**src/rtl/atce_pkg.sv**
```systemverilog
// Package for the ANSI terminal cursor engine.
// Command/fault codes, phases, characters, result/command/status types; no dependencies.
package atce_pkg;
    localparam logic [2:0] CMD_PRINT = 3'd0;
    localparam logic [2:0] CMD_PAINT = 3'd1;
    localparam logic [2:0] CMD_SCROLL = 3'd2;
    localparam logic [2:0] CMD_ERASE = 3'd3;
    localparam logic [2:0] CMD_FAULT = 3'd4;

    localparam logic [2:0] FLT_TAB = 3'd1;
    localparam logic [2:0] FLT_MALFORMED = 3'd2;
    localparam logic [2:0] FLT_UNSUPPORTED = 3'd3;
    localparam logic [2:0] FLT_BAD_ARG = 3'd4;
    localparam logic [2:0] FLT_ROW_RANGE = 3'd5;

    localparam logic [1:0] PH_IDLE = 2'd0;
    localparam logic [1:0] PH_PREFIX = 2'd1;
    localparam logic [1:0] PH_NUM = 2'd2;
    localparam logic [1:0] PH_SEMI = 2'd3;

    localparam logic [7:0] CH_ESC = 8'h1B;
    localparam logic [7:0] CH_BS = 8'h08;
    localparam logic [3:0] COLOR_DEFAULT = 4'd9;

    typedef struct packed {
        logic [2:0] command;
        logic [7:0] col;
        logic [6:0] row;
        logic [7:0] end_col;
        logic [6:0] end_row;
        logic [7:0] glyph;
        logic [3:0] fg_code;
        logic [3:0] bg_code;
        logic [2:0] fault_code;
        logic       last;
    } t_result;

    // controller -> datapath
    typedef struct packed {
        logic start;    // latch byte, process immediate part
        logic sgr_step; // apply one stored SGR argument
        logic finish;   // finalize cursor, build results
    } t_cmd;

    // datapath -> controller
    typedef struct packed {
        logic need_sgr;
        logic sgr_done;
    } t_status;
endpackage

```
**src/rtl/atce_ctrl.sv**
```systemverilog
// Sequencer of the cursor engine: start, SGR walk, finish.
// Depends on atce_pkg.
module atce_ctrl import atce_pkg::*; (
    input  logic    i_clk,
    input  logic    i_rst_n,
    input  logic    i_in_valid,
    output logic    o_in_ready,
    input  logic    i_res_busy,
    input  t_status i_status,
    output t_cmd    o_cmd
);
    localparam logic [1:0] S_IDLE = 2'd0;
    localparam logic [1:0] S_SGR = 2'd1;
    localparam logic [1:0] S_FIN = 2'd2;

    logic [1:0] r_state, n_state;

    assign o_in_ready = (r_state == S_IDLE) && !i_res_busy;

    always_comb begin
        n_state = r_state;
        o_cmd = '0;
        case (r_state)
            S_IDLE: begin
                if (i_in_valid && o_in_ready) begin
                    o_cmd.start = 1'b1;
                    n_state = S_SGR;
                end
            end
            S_SGR: begin
                if (i_status.need_sgr && !i_status.sgr_done) o_cmd.sgr_step = 1'b1;
                else n_state = S_FIN;
            end
            S_FIN: begin
                o_cmd.finish = 1'b1;
                n_state = S_IDLE;
            end
            default: n_state = S_IDLE;
        endcase
    end

    always_ff @(posedge i_clk) begin
        if (!i_rst_n) r_state <= S_IDLE;
        else r_state <= n_state;
    end
endmodule

```
**src/rtl/atce_datapath.sv**
```systemverilog
// Datapath of the cursor engine: parser state, argument store, cursor,
// colors and result builder. Depends on atce_pkg.
module atce_datapath import atce_pkg::*; #(
    parameter int MAX_ARGS = 16,
    parameter int ARG_BITS = 16
) (
    input  logic       i_clk,
    input  logic       i_rst_n,
    input  t_cmd       i_cmd,
    input  logic [7:0] i_char,
    input  logic       i_cfg_we,
    input  logic       i_cfg_idx,
    input  logic [8:0] i_cfg_data,
    output t_status    o_status,
    output t_result    o_res0,
    output t_result    o_res1,
    output logic [1:0] o_res_n
);
    localparam int CW = $clog2(MAX_ARGS + 1);
    localparam int IW = (MAX_ARGS > 1) ? $clog2(MAX_ARGS) : 1;
    localparam logic [ARG_BITS-1:0] ARG_MAX = '1;

    logic [8:0] r_cols;
    logic [7:0] r_rows;
    logic [7:0] r_ccol;
    logic [6:0] r_crow;
    logic r_wrap;
    logic [1:0] r_phase;
    logic r_csi, r_priv, r_paren;
    logic [ARG_BITS-1:0] r_args [MAX_ARGS];
    logic [CW-1:0] r_argc;
    logic r_ovf;
    logic [3:0] r_fg, r_bg;
    logic [7:0] r_c;
    logic [CW-1:0] r_si;
    logic r_sgr, r_sgr_fault;

    // window bounds (widened, clamped to 2..256 columns and 1..128 rows)
    logic [9:0] w_w, w_h;
    always_comb begin
        w_w = (r_cols < 9'd2) ? 10'd2 : ((r_cols > 9'd256) ? 10'd256 : {1'b0, r_cols});
        w_h = (r_rows < 8'd1) ? 10'd1 : ((r_rows > 8'd128) ? 10'd128 : {2'b0, r_rows});
    end

    // arguments snapshot for the command
    logic [ARG_BITS-1:0] a0v, a1v;
    assign a0v = (r_argc > 0) ? r_args[0] : '0;
    assign a1v = (r_argc > 1) ? r_args[1] : '0;

    assign o_status.need_sgr = r_sgr;
    assign o_status.sgr_done = r_sgr_fault || (r_si >= r_argc);

    // widening helper: zero-extends an argument to 34 bits
    function automatic logic [33:0] sx(input logic [ARG_BITS-1:0] v);
        sx = 34'(v);
    endfunction

    // finish combinational evaluation (one per byte, in S_FIN)
    logic signed [33:0] cx, cy, ww, wh;
    logic [1:0] rn;
    t_result r0, r1, rr;
    logic wrap_n, paint;
    logic [1:0] ph_n;
    logic setcsi, setpriv, setparen, clrseq;
    logic st_arg, add_dg;
    logic [3:0] dg;
    logic run;
    logic digit;

    function automatic t_result mk(input logic [2:0] cmd, input logic [2:0] fc);
        t_result t;
        t = '0;
        t.command = cmd;
        t.fault_code = fc;
        return t;
    endfunction

    always_comb begin
        ww = 34'(w_w);
        wh = 34'(w_h);
        cx = 34'(r_ccol);
        cy = 34'(r_crow);
        if (cx > ww - 1) cx = ww - 1;
        if (cy > wh - 1) cy = wh - 1;
        rn = 2'd0;
        r0 = '0;
        r1 = '0;
        rr = '0;
        wrap_n = r_wrap;
        paint = 1'b0;
        ph_n = r_phase;
        setcsi = 1'b0; setpriv = 1'b0; setparen = 1'b0; clrseq = 1'b0;
        st_arg = 1'b0; add_dg = 1'b0; run = 1'b0;
        digit = (r_c >= "0") && (r_c <= "9");
        dg = 4'(r_c - "0");
        if (r_phase != PH_IDLE) begin
            if (r_phase == PH_PREFIX) begin
                if (r_c == "[" && !r_csi && !r_priv && !r_paren) setcsi = 1'b1;
                else if (r_c == "?" && !r_priv && !r_paren) setpriv = 1'b1;
                else if (r_c == ")" && !r_paren) setparen = 1'b1;
                else if (digit && r_csi) begin
                    st_arg = 1'b1; add_dg = 1'b1; ph_n = PH_NUM;
                end else run = 1'b1;
            end else if (r_phase == PH_NUM) begin
                if (digit) add_dg = 1'b1;
                else if (r_c == ";") ph_n = PH_SEMI;
                else run = 1'b1;
            end else begin
                if (digit) begin
                    st_arg = 1'b1; add_dg = 1'b1; ph_n = PH_NUM;
                end else begin
                    ph_n = PH_IDLE; rr = mk(CMD_FAULT, FLT_MALFORMED); rn = 2'd1;
                end
            end
            if (run) begin
                ph_n = PH_IDLE;
                if (!r_csi) begin
                    if (r_priv) begin rr = mk(CMD_FAULT, FLT_MALFORMED); rn = 2'd1; end
                    else if (r_paren) begin
                        if (r_c != "0") begin rr = mk(CMD_FAULT, FLT_UNSUPPORTED); rn = 2'd1; end
                    end else if (r_c == "M") cy = cy - 1;
                    else begin rr = mk(CMD_FAULT, FLT_UNSUPPORTED); rn = 2'd1; end
                end else if (r_paren) begin
                    rr = mk(CMD_FAULT, FLT_MALFORMED); rn = 2'd1;
                end else if (r_ovf) begin
                    rr = mk(CMD_FAULT, FLT_BAD_ARG); rn = 2'd1;
                end else if (r_priv) begin
                    if (r_c != "h") begin rr = mk(CMD_FAULT, FLT_UNSUPPORTED); rn = 2'd1; end
                    else if (r_argc != 1 || a0v != 7) begin
                        rr = mk(CMD_FAULT, FLT_BAD_ARG); rn = 2'd1;
                    end
                end else begin
                    rr = mk(CMD_FAULT, FLT_BAD_ARG);
                    case (r_c)
                        "H", "f": begin
                            if (r_argc == 0) begin cx = 0; cy = 0; end
                            else if (r_argc == 2) begin cy = sx(a0v) - 1; cx = sx(a1v) - 1; end
                            else rn = 2'd1;
                        end
                        "A": if (r_argc == 1) cy = cy - sx(a0v); else rn = 2'd1;
                        "B": if (r_argc == 1) cy = cy + sx(a0v); else rn = 2'd1;
                        "C": if (r_argc == 1) cx = cx + sx(a0v); else rn = 2'd1;
                        "D": if (r_argc == 1) cx = cx - sx(a0v); else rn = 2'd1;
                        "E": if (r_argc == 1) begin cy = cy + sx(a0v); cx = 0; end
                             else rn = 2'd1;
                        "F": if (r_argc == 1) begin cy = cy - sx(a0v); cx = 0; end
                             else rn = 2'd1;
                        "G": if (r_argc == 1) cx = sx(a0v) - 1; else rn = 2'd1;
                        "d": if (r_argc == 1) cy = sx(a0v) - 1; else rn = 2'd1;
                        "J": begin
                            if (r_argc > 1 || a0v > 2) rn = 2'd1;
                            else begin
                                rr = mk(CMD_ERASE, 3'd0); rn = 2'd1;
                                rr.end_col = 8'(ww - 1); rr.end_row = 7'(wh - 1);
                                if (a0v == 0) begin rr.col = 8'(cx); rr.row = 7'(cy); end
                                else if (a0v == 1) begin
                                    rr.end_col = 8'(cx); rr.end_row = 7'(cy);
                                end
                            end
                        end
                        "K": begin
                            if (r_argc > 1) rn = 2'd1;
                            else if (a0v <= 2) begin
                                rr = mk(CMD_ERASE, 3'd0); rn = 2'd1;
                                rr.row = 7'(cy); rr.end_row = 7'(cy);
                                rr.end_col = 8'(ww - 1);
                                if (a0v == 0) rr.col = 8'(cx);
                                else if (a0v == 1) rr.end_col = 8'(cx);
                            end
                        end
                        "m": begin
                            if (r_sgr_fault) rn = 2'd1;
                        end
                        "r": if (r_argc != 2 || a0v != 1 || sx(a1v) != wh) rn = 2'd1;
                        "l": if (r_argc != 1 || a0v != 4) rn = 2'd1;
                        default: begin rr = mk(CMD_FAULT, FLT_UNSUPPORTED); rn = 2'd1; end
                    endcase
                end
            end
        end else if (r_c == 8'h0A || r_c == 8'h0D) begin
            cx = 0;
            cy = cy + 1;
            if (cy >= wh) begin rr = mk(CMD_SCROLL, 3'd0); rn = 2'd1; cy = wh - 1; end
        end else if (r_c == CH_BS) begin
            cx = cx - 1;
            paint = 1'b1;
        end else if (r_c == 8'h09) begin
            rr = mk(CMD_FAULT, FLT_TAB); rn = 2'd1;
        end else if (r_c == 8'h0F || r_c == 8'h07) begin
        end else if (r_c == CH_ESC) begin
            ph_n = PH_PREFIX;
            clrseq = 1'b1;
        end else begin
            if (r_wrap) begin
                cx = 0;
                cy = cy + 1;
                wrap_n = 1'b0;
                if (cy >= wh) begin r0 = mk(CMD_SCROLL, 3'd0); rn = 2'd1; cy = wh - 1; end
            end
            rr = mk(CMD_PRINT, 3'd0);
            rr.col = 8'(cx); rr.row = 7'(cy); rr.glyph = r_c;
            rr.fg_code = r_fg; rr.bg_code = r_bg;
            if (rn == 2'd0) r0 = rr; else r1 = rr;
            rn = rn + 2'd1;
            cx = cx + 1;
            if (cx >= ww) wrap_n = 1'b1;
        end
        if (rn == 2'd1 && r1 == '0) r0 = rr;
        if (cx >= ww) cx = ww - 1;
        if (cx < ww - 1) wrap_n = 1'b0;
        if (cx < 0) cx = 0;
        if (cy < 0) cy = 0;
        if (cy >= wh) begin
            if (rn == 2'd0) r0 = mk(CMD_FAULT, FLT_ROW_RANGE);
            else if (rn == 2'd1) begin r1 = mk(CMD_FAULT, FLT_ROW_RANGE); end
            if (rn != 2'd2) rn = rn + 2'd1;
            cy = wh - 1;
        end
        if (paint) begin
            rr = mk(CMD_PAINT, 3'd0);
            rr.col = 8'(cx); rr.row = 7'(cy); rr.bg_code = COLOR_DEFAULT;
            if (rn == 2'd0) r0 = rr; else if (rn == 2'd1) r1 = rr;
            if (rn != 2'd2) rn = rn + 2'd1;
        end
        if (rn == 2'd1) r0.last = 1'b1;
        if (rn == 2'd2) r1.last = 1'b1;
    end

    // argument digit accumulate (one multiply-by-ten, saturating)
    logic [IW-1:0] li;
    logic [ARG_BITS+4:0] acc;
    logic [CW-1:0] argc_n;
    always_comb begin
        argc_n = r_argc;
        if (st_arg && r_argc < CW'(MAX_ARGS)) argc_n = r_argc + 1'b1;
        li = IW'(argc_n - 1'b1);
        acc = (st_arg ? '0 : ((ARG_BITS+5)'(r_args[li]) * (ARG_BITS+5)'(10))) +
              (ARG_BITS+5)'(dg);
        if (acc > (ARG_BITS+5)'(ARG_MAX)) acc = (ARG_BITS+5)'(ARG_MAX);
    end

    logic [ARG_BITS-1:0] sa;
    assign sa = r_args[IW'(r_si)];

    always_ff @(posedge i_clk) begin
        if (i_cmd.start) begin
            r_c <= i_char;
        end
        if (i_cmd.finish && add_dg && !(st_arg && r_argc >= CW'(MAX_ARGS)) && !r_ovf &&
            argc_n != 0)
            r_args[li] <= acc[ARG_BITS-1:0];
        if (i_cmd.sgr_step) r_si <= r_si + 1'b1;
        if (i_cmd.start) begin
            r_si <= '0;
        end
        if (!i_rst_n) begin
            r_cols <= 9'd80; r_rows <= 8'd25;
            r_ccol <= '0; r_crow <= '0; r_wrap <= 1'b0;
            r_phase <= PH_IDLE; r_csi <= 1'b0; r_priv <= 1'b0; r_paren <= 1'b0;
            r_argc <= '0; r_ovf <= 1'b0;
            r_fg <= COLOR_DEFAULT; r_bg <= COLOR_DEFAULT;
            r_sgr <= 1'b0; r_sgr_fault <= 1'b0;
        end else begin
            if (i_cfg_we) begin
                if (!i_cfg_idx) r_cols <= i_cfg_data;
                else r_rows <= i_cfg_data[7:0];
            end
            if (i_cmd.start) begin
                r_sgr_fault <= 1'b0;
                // SGR needs the walk before finishing
                r_sgr <= (r_phase != PH_IDLE) && (r_phase != PH_SEMI) &&
                    r_csi && !r_paren && !r_ovf && !r_priv && (i_char == "m") &&
                    !(r_phase == PH_PREFIX && (i_char == "[" || i_char == "?" ||
                      i_char == ")"));
                if (r_phase != PH_IDLE && r_csi && !r_paren && !r_ovf && !r_priv &&
                    i_char == "m" && r_argc == 0 &&
                    (r_phase == PH_PREFIX || r_phase == PH_NUM)) begin
                    r_fg <= COLOR_DEFAULT; r_bg <= COLOR_DEFAULT;
                end
            end
            if (i_cmd.sgr_step) begin
                if (sa == 0) begin r_fg <= COLOR_DEFAULT; r_bg <= COLOR_DEFAULT; end
                else if (sa >= 30 && sa <= 38) r_fg <= 4'(sa - 30);
                else if (sa >= 40 && sa <= 48) r_bg <= 4'(sa - 40);
                else if (sa == 39) r_fg <= COLOR_DEFAULT;
                else if (sa == 49) r_bg <= COLOR_DEFAULT;
                else if (sa == 1) begin end
                else r_sgr_fault <= 1'b1;
            end
            if (i_cmd.finish) begin
                r_ccol <= 8'(cx); r_crow <= 7'(cy); r_wrap <= wrap_n;
                r_phase <= ph_n;
                if (clrseq) begin
                    r_csi <= 1'b0; r_priv <= 1'b0; r_paren <= 1'b0;
                    r_argc <= '0; r_ovf <= 1'b0;
                end
                if (setcsi) r_csi <= 1'b1;
                if (setpriv) r_priv <= 1'b1;
                if (setparen) r_paren <= 1'b1;
                if (st_arg) begin
                    if (r_argc < CW'(MAX_ARGS)) r_argc <= argc_n;
                    else r_ovf <= 1'b1;
                end
            end
        end
    end

    assign o_res0 = r0;
    assign o_res1 = r1;
    assign o_res_n = i_cmd.finish ? rn : 2'd0;
endmodule

```
**src/rtl/atce_outq.sv**
```systemverilog
// Two-entry result buffer feeding the master stream.
// Depends on atce_pkg.
module atce_outq import atce_pkg::*; (
    input  logic       i_clk,
    input  logic       i_rst_n,
    input  t_result    i_res0,
    input  t_result    i_res1,
    input  logic [1:0] i_res_n,
    output logic       o_busy,
    output logic       o_valid,
    input  logic       i_ready,
    output t_result    o_res
);
    t_result r_q0, r_q1;
    logic [1:0] r_cnt;

    assign o_busy = (r_cnt != 2'd0);
    assign o_valid = (r_cnt != 2'd0);
    assign o_res = r_q0;

    always_ff @(posedge i_clk) begin
        if (i_res_n != 2'd0) begin
            r_q0 <= i_res0;
            r_q1 <= i_res1;
        end else if (o_valid && i_ready) begin
            r_q0 <= r_q1;
        end
        if (!i_rst_n) r_cnt <= 2'd0;
        else if (i_res_n != 2'd0) r_cnt <= i_res_n;
        else if (o_valid && i_ready) r_cnt <= r_cnt - 2'd1;
    end
endmodule

```
**src/rtl/ansi_terminal_cursor_engine_unit.sv**
```systemverilog
// ANSI terminal cursor engine: escape parser turning bytes into draw words.
// Each accepted byte passes through the SGR-walk and finish states before its result
// words are registered in the output buffer; SGR walks stored arguments up to an unknown one.
// A new byte is accepted only when the sequencer is idle and the sink has taken every result word.
// Synchronous active-low reset: cursor at origin, default colors, parser idle.
// Depends on atce_pkg, atce_ctrl, atce_datapath, atce_outq.
module ansi_terminal_cursor_engine_unit import atce_pkg::*; #(
    parameter int MAX_ARGS = 16,
    parameter int ARG_BITS = 16
) (
    input  logic        i_clk,
    input  logic        i_rst_n,
    input  logic        s_axis_tvalid,
    output logic        s_axis_tready,
    input  logic [7:0]  s_axis_tdata,   // char_in
    output logic        m_axis_tvalid,
    input  logic        m_axis_tready,
    // command, col, row, end_col, end_row, glyph, fg_code, bg_code, fault_code
    output logic [55:0] m_axis_tdata,
    output logic        m_axis_tlast,
    input  logic        i_cfg_we,
    input  logic        i_cfg_idx,
    input  logic [8:0]  i_cfg_data
);
    t_cmd w_cmd;
    t_status w_st;
    t_result w_r0, w_r1, w_o;
    logic [1:0] w_n;
    logic w_busy;

    atce_ctrl u_ctrl (
        .i_clk(i_clk), .i_rst_n(i_rst_n), .i_in_valid(s_axis_tvalid),
        .o_in_ready(s_axis_tready), .i_res_busy(w_busy), .i_status(w_st), .o_cmd(w_cmd)
    );

    atce_datapath #(.MAX_ARGS(MAX_ARGS), .ARG_BITS(ARG_BITS)) u_dp (
        .i_clk(i_clk), .i_rst_n(i_rst_n), .i_cmd(w_cmd), .i_char(s_axis_tdata),
        .i_cfg_we(i_cfg_we), .i_cfg_idx(i_cfg_idx), .i_cfg_data(i_cfg_data),
        .o_status(w_st), .o_res0(w_r0), .o_res1(w_r1), .o_res_n(w_n)
    );

    atce_outq u_q (
        .i_clk(i_clk), .i_rst_n(i_rst_n), .i_res0(w_r0), .i_res1(w_r1), .i_res_n(w_n),
        .o_busy(w_busy), .o_valid(m_axis_tvalid), .i_ready(m_axis_tready), .o_res(w_o)
    );

    assign m_axis_tdata = {4'b0, w_o.fault_code, w_o.bg_code, w_o.fg_code, w_o.glyph,
                           w_o.end_row, w_o.end_col, w_o.row, w_o.col, w_o.command};
    assign m_axis_tlast = w_o.last;
endmodule

```
**config.mk**
```make
export PLATFORM = sky130hd
export DESIGN_NAME = ansi_terminal_cursor_engine_unit
export DESIGN_NICKNAME = d
export VERILOG_FILES = /design/src/rtl/atce_pkg.sv /design/src/rtl/atce_ctrl.sv /design/src/rtl/atce_datapath.sv /design/src/rtl/atce_outq.sv /design/src/rtl/ansi_terminal_cursor_engine_unit.sv
export SDC_FILE = /design/constraint.sdc
export NUM_CORES = 1
export LEC_CHECK = 0
export ABC_AREA = 1
export BUFFER_PORTS_ARGS = -buffer_cell sky130_fd_sc_hd__buf_2
export CAP_MARGIN = 20
export CELL_PAD_IN_SITES_DETAIL_PLACEMENT = 1
export CELL_PAD_IN_SITES_GLOBAL_PLACEMENT = 1
export CORE_UTILIZATION = 32
export DETAILED_ROUTE_END_ITERATION = 16
export PLACE_DENSITY = 0.58
export SYNTH_ARGS = -nofsm -noshare
export SYNTH_HDL_FRONTEND = slang
export SYNTH_SLANG_ARGS = --single-unit
export TNS_END_PERCENT = 20
```
**constraint.sdc**
```tcl
create_clock -name i_clk -period 10.2 [get_ports i_clk]
set_input_delay 3.06 -clock i_clk [delete_from_list [all_inputs] [get_ports i_clk]]
set_output_delay 3.06 -clock i_clk [all_outputs]
set_load 0.01 [all_outputs]
```
==> summary.md <==
| Metric | Value |
|---|---|
| Initial Utilization | 32.5% |
| Initial antenna violation count | 1 |
| Switch share | 45.1% |
| Fmax achieved | 0.105 GHz |
| Initial DRC Count | 2146 |
| Crit share post-route | 93.3% |
| Mapped Cells | 4560 |
| Critical Path Sink | u_q.o_res[50]$_DFFE_PP_ |
| Type of origin of the critical path | flip-flop |
| Setup crit start | u_dp.r_rows[3]$_SDFFE_PN1P_ |
| DRT Wirelength | 144 mm |
| Slew Viols, Final | 0 |
| Layout area overhead | 12.9% |
| P_int | 4480 µW |
| Combinational power share | 50.5% |
| Post-Syn Area | 0.0338 mm² |
| Largest net degree at the start of global routing | 108 |
| Slew Limit Headroom | 30.8% |
| Final WS setup | 687 ps |
| Max VDD drop | 0.200 mV |
| First-pass GRT wire length | 217 mm |
| Min Hold Slack | 461 ps |
| Worst path required time | 10580 ps |
| Critical-path top delay cell | fa_1 |
| Flop pwr share | 28.3% |
| DR DRC count | 0 |
| Final worst path period need | 9510 ps |
| Setup violators final | 0 |
| Root Buffer | clkbuf_16 |
| Status | finished clean |
| Antenna-violating nets left | 0 |
| Pwr dens | 214 mW/mm² |
| IO Port Bufs | 77 |
| Seq/Total Area, Yosys | 35.1% |
| FF-to-FF End | u_q.o_res[50]$_DFFE_PP_ |
| Row Count | 118 |
| Pre-antenna DRT Iters | 5 |
| Die span in y | 327 µm |
| CP max stage delay | 390 ps |
| # clock sinks | 418 |
| Fin Setup TNS | 0 ps |
| # nets final | 4953 |
| Async S/R FF share, synth | 0% |
| Worst Tran Pin Value | 1030 ps |
| Post-synth cell types | 85 |
| Ant diodes | 0 |
| CTS buffer count | 50 |
| Number of synthesized flops with an enable pin | 351 |
| DR vias/cell | 5.48 |
| Clock Pin Slew Worst Setup and Hold Paths | 60 ps |
| Share of layout cells above drive strength 1 | 10.6% |
| Worst reg2reg path depth | 56 |
| Die area | 0.107 mm² |
| Register bit total from synthesis | 418 |
| Half-perimeter wire length after placement | 113 mm |
| Core area | 0.104 mm² |
| GPL Wtd Cong | 0.932 |
| Final Hold Vio Count | 0 |
| Clock Path Buffers | 3 |
| Total gr overflow | 0 |
| Total Routing Usage GR | 26.5% |
| Clock Skews | 28.1 ps |
| CTS tree | done |
| Mean Syn Cell Area | 7.41 µm² |
| Ports | 82 |
| Hold WC Path Type | reg -> reg |
| Ys Warns | 0 |
| RSZ-0062 raised after global routing | true |
| CP Class | reg -> reg |
| Vias in the first global route | 34300 |
| Die W | 327 µm |
| Routed WL per cell | 23.6 µm |
| DR vias | 33400 |
| Switching power | 3670 µW |
| Pre-CTS setup slack | 286 ps |
| Max_cap viols | 0 |
| Clk Latency, worst-skew pair | 630 ps |
| R2r startpoint | u_dp.r_rows[3]$_SDFFE_PN1P_ |
| Hold_buf cts | 0 |
| Leakage | 0.0162 µW |
| Worst Path Max Fanout | 43 |
| Top_reg_cell synth | edfxtp_1 |
| Clock power share | 21.2% |
| Critical path endpoint category | flip-flop |
| Internal reg-to-reg setup slack | 690 ps |
| H-Tree Level Count | 2 |
| CP most frequent cell | nand2_1 |
| CP arrival | 9890 ps |
-- cells in the final DEF, fill, tap and decap left out, types with 46 or more instances in the layout --
cell type / n
nand3_1: 230
nand2_1: 838
edfxtp_1: 351
nand4_1: 66
inv_2: 46
clkbuf_16: 51
dfxtp_1: 66
a21oi_1: 320
ha_1: 245
buf_2: 77
nor3_1: 80
nor2_1: 521
o21ai_0: 485
buf_4: 154
o211ai_1: 64
inv_1: 481
-- metrics by stage --
step                utilization, %  instance area, µm²  std cells  power (µW)
floorplan                        -               33900       4583        4930
global placement              35.0               36400       6000        6340
detailed placement            35.0               36400       6001        6400
CTS                           36.5               38000       6089        8150
global route                  36.7               38200       6093        8750
finish                        36.7               38200       6093        8150
-- cells in the mapped netlist, types with 7 or more instances --
library cell | number | area share [%]
a31oi_1 | 19 | 0.35
o211ai_1 | 64 | 1.4
a211oi_1 | 14 | 0.31
nor2_4 | 10 | 0.33
clkinv_1 | 11 | 0.12
o31ai_1 | 15 | 0.33
nor3_1 | 84 | 1.2
o21ai_1 | 36 | 0.53
edfxtp_1 | 351 | 31
xor2_1 | 44 | 1.1
nor4_1 | 21 | 0.39
buf_4 | 10 | 0.22
nand2_2 | 25 | 0.46
a22o_1 | 13 | 0.34
o21a_1 | 7 | 0.16
a32o_1 | 18 | 0.53
buf_2 | 19 | 0.28
o32ai_1 | 14 | 0.36
a22oi_1 | 20 | 0.44
nor3_2 | 7 | 0.21
a221oi_1 | 15 | 0.39
buf_1 | 15 | 0.17
o21ai_2 | 12 | 0.31
nand3_1 | 231 | 3.4
o22ai_1 | 43 | 0.80
ha_1 | 247 | 9.1
nand2_1 | 842 | 9.3
a21oi_1 | 322 | 4.8
inv_1 | 486 | 5.4
inv_2 | 44 | 0.49
o2111ai_1 | 9 | 0.23
o221ai_1 | 22 | 0.57
xnor2_1 | 10 | 0.26
nand4_1 | 66 | 1.2
o41ai_1 | 7 | 0.18
nor2_1 | 526 | 5.8
a21boi_0 | 8 | 0.18
nand3b_1 | 7 | 0.16
nor2_2 | 12 | 0.22
o21bai_1 | 13 | 0.29
o21ai_0 | 494 | 7.3
dfxtp_1 | 67 | 4.0
clkbuf_1 | 147 | 1.6
or2_2 | 12 | 0.22
nand3_2 | 9 | 0.27
-- power by group through the flow --
stage,Combinational [µW],Sequential [µW],Clock [µW]
finish,4110,2310,1730
global route,4600,2320,1830
CTS,4070,2310,1770
detailed placement,4050,2340,0
global placement,3990,2350,0
floorplan,2570,2350,0
-- cells by family (layout without fill, tap and decap cells) --
group | Yosys count | after routing | synth area share [%]
adders and majority gates | 253 | 253 | 9.50
DFF | 418 | 418 | 35.1
and+or+nand+nor | 1882 | 1882 | 24.2
xor gates and xnor gates | 55 | 55 | 1.45
AOI/OAI and AO/OA | 1213 | 1213 | 21.2
buffers and inverters | 737 | 867 | 8.47
other | 2 | 25 | 0.0222
-- sequential cells by signal, summed over array words and instances, names as in the netlist, 4 cells and up, named ones only --
name	count
u_dp.r_args	256
u_q.o_res	53
u_q.r_q1	34
u_dp.r_cols	9
u_dp.r_c	8
u_dp.r_ccol	8
u_dp.r_rows	8
u_dp.r_crow	7
u_dp.r_argc	5
u_dp.r_si	5
u_dp.r_bg	4
u_dp.r_fg	4
-- final cells by class --
type | count | area, µm²
Fill cell | 12900 | 65900
Multi-Input combinational cell | 3428 | 19300
Sequential cell | 418 | 11900
Inverter | 542 | 2060
Tap cell | 1380 | 1730
Timing Repair Buffer | 237 | 1640
Clock buffer | 69 | 1370
Clock inverter | 19 | 166
-- routing by layer --
layer | global-route usage, % | vias to the layer above | wire length (µm)
met5 | 0 | - | 13
met4 | 7.63 | 2 | 3860
met3 | 2.45 | 187 | 4820
met2 | 45.8 | 626 | 69900
met1 | 35.0 | 16500 | 65400
li1 | - | 16000 | -
-- worst min path at each step --
stage,start,end,slack (ps),cells past startpoint
2_1_floorplan,u_dp.r_rows[1]$_SDFFE_PN0P_,u_dp.r_rows[1]$_SDFFE_PN0P_,430,2
3_3_place_gp,u_dp.r_sgr$_SDFFE_PN0P_,u_dp.r_sgr$_SDFFE_PN0P_,450,2
3_5_place_dp,u_dp.r_rows[2]$_SDFFE_PN0P_,u_dp.r_rows[2]$_SDFFE_PN0P_,450,2
4_1_cts,u_dp.r_rows[2]$_SDFFE_PN0P_,u_dp.r_rows[2]$_SDFFE_PN0P_,460,2
5_1_grt,u_dp.r_rows[2]$_SDFFE_PN0P_,u_dp.r_rows[2]$_SDFFE_PN0P_,470,2
6_report,u_dp.r_sgr$_SDFFE_PN0P_,u_dp.r_sgr$_SDFFE_PN0P_,460,2
-- timing repair --
| item | 4_1_cts | 5_1_grt |
|---|---|---|
| setup endpoints to repair | 0 | 372 |
| buffers inserted | 0 | 3 |
| gates resized for setup | 0 | 43 |
-- critical path, delay by kind of cell, from the launching register on --
family	cells	cell delay, ps
compound gates	17	3160
buf+inv	10	1180
simple gates	24	3220
flops	1	310
fa+ha+maj	5	1350
(Power assumes the default switching activity.)
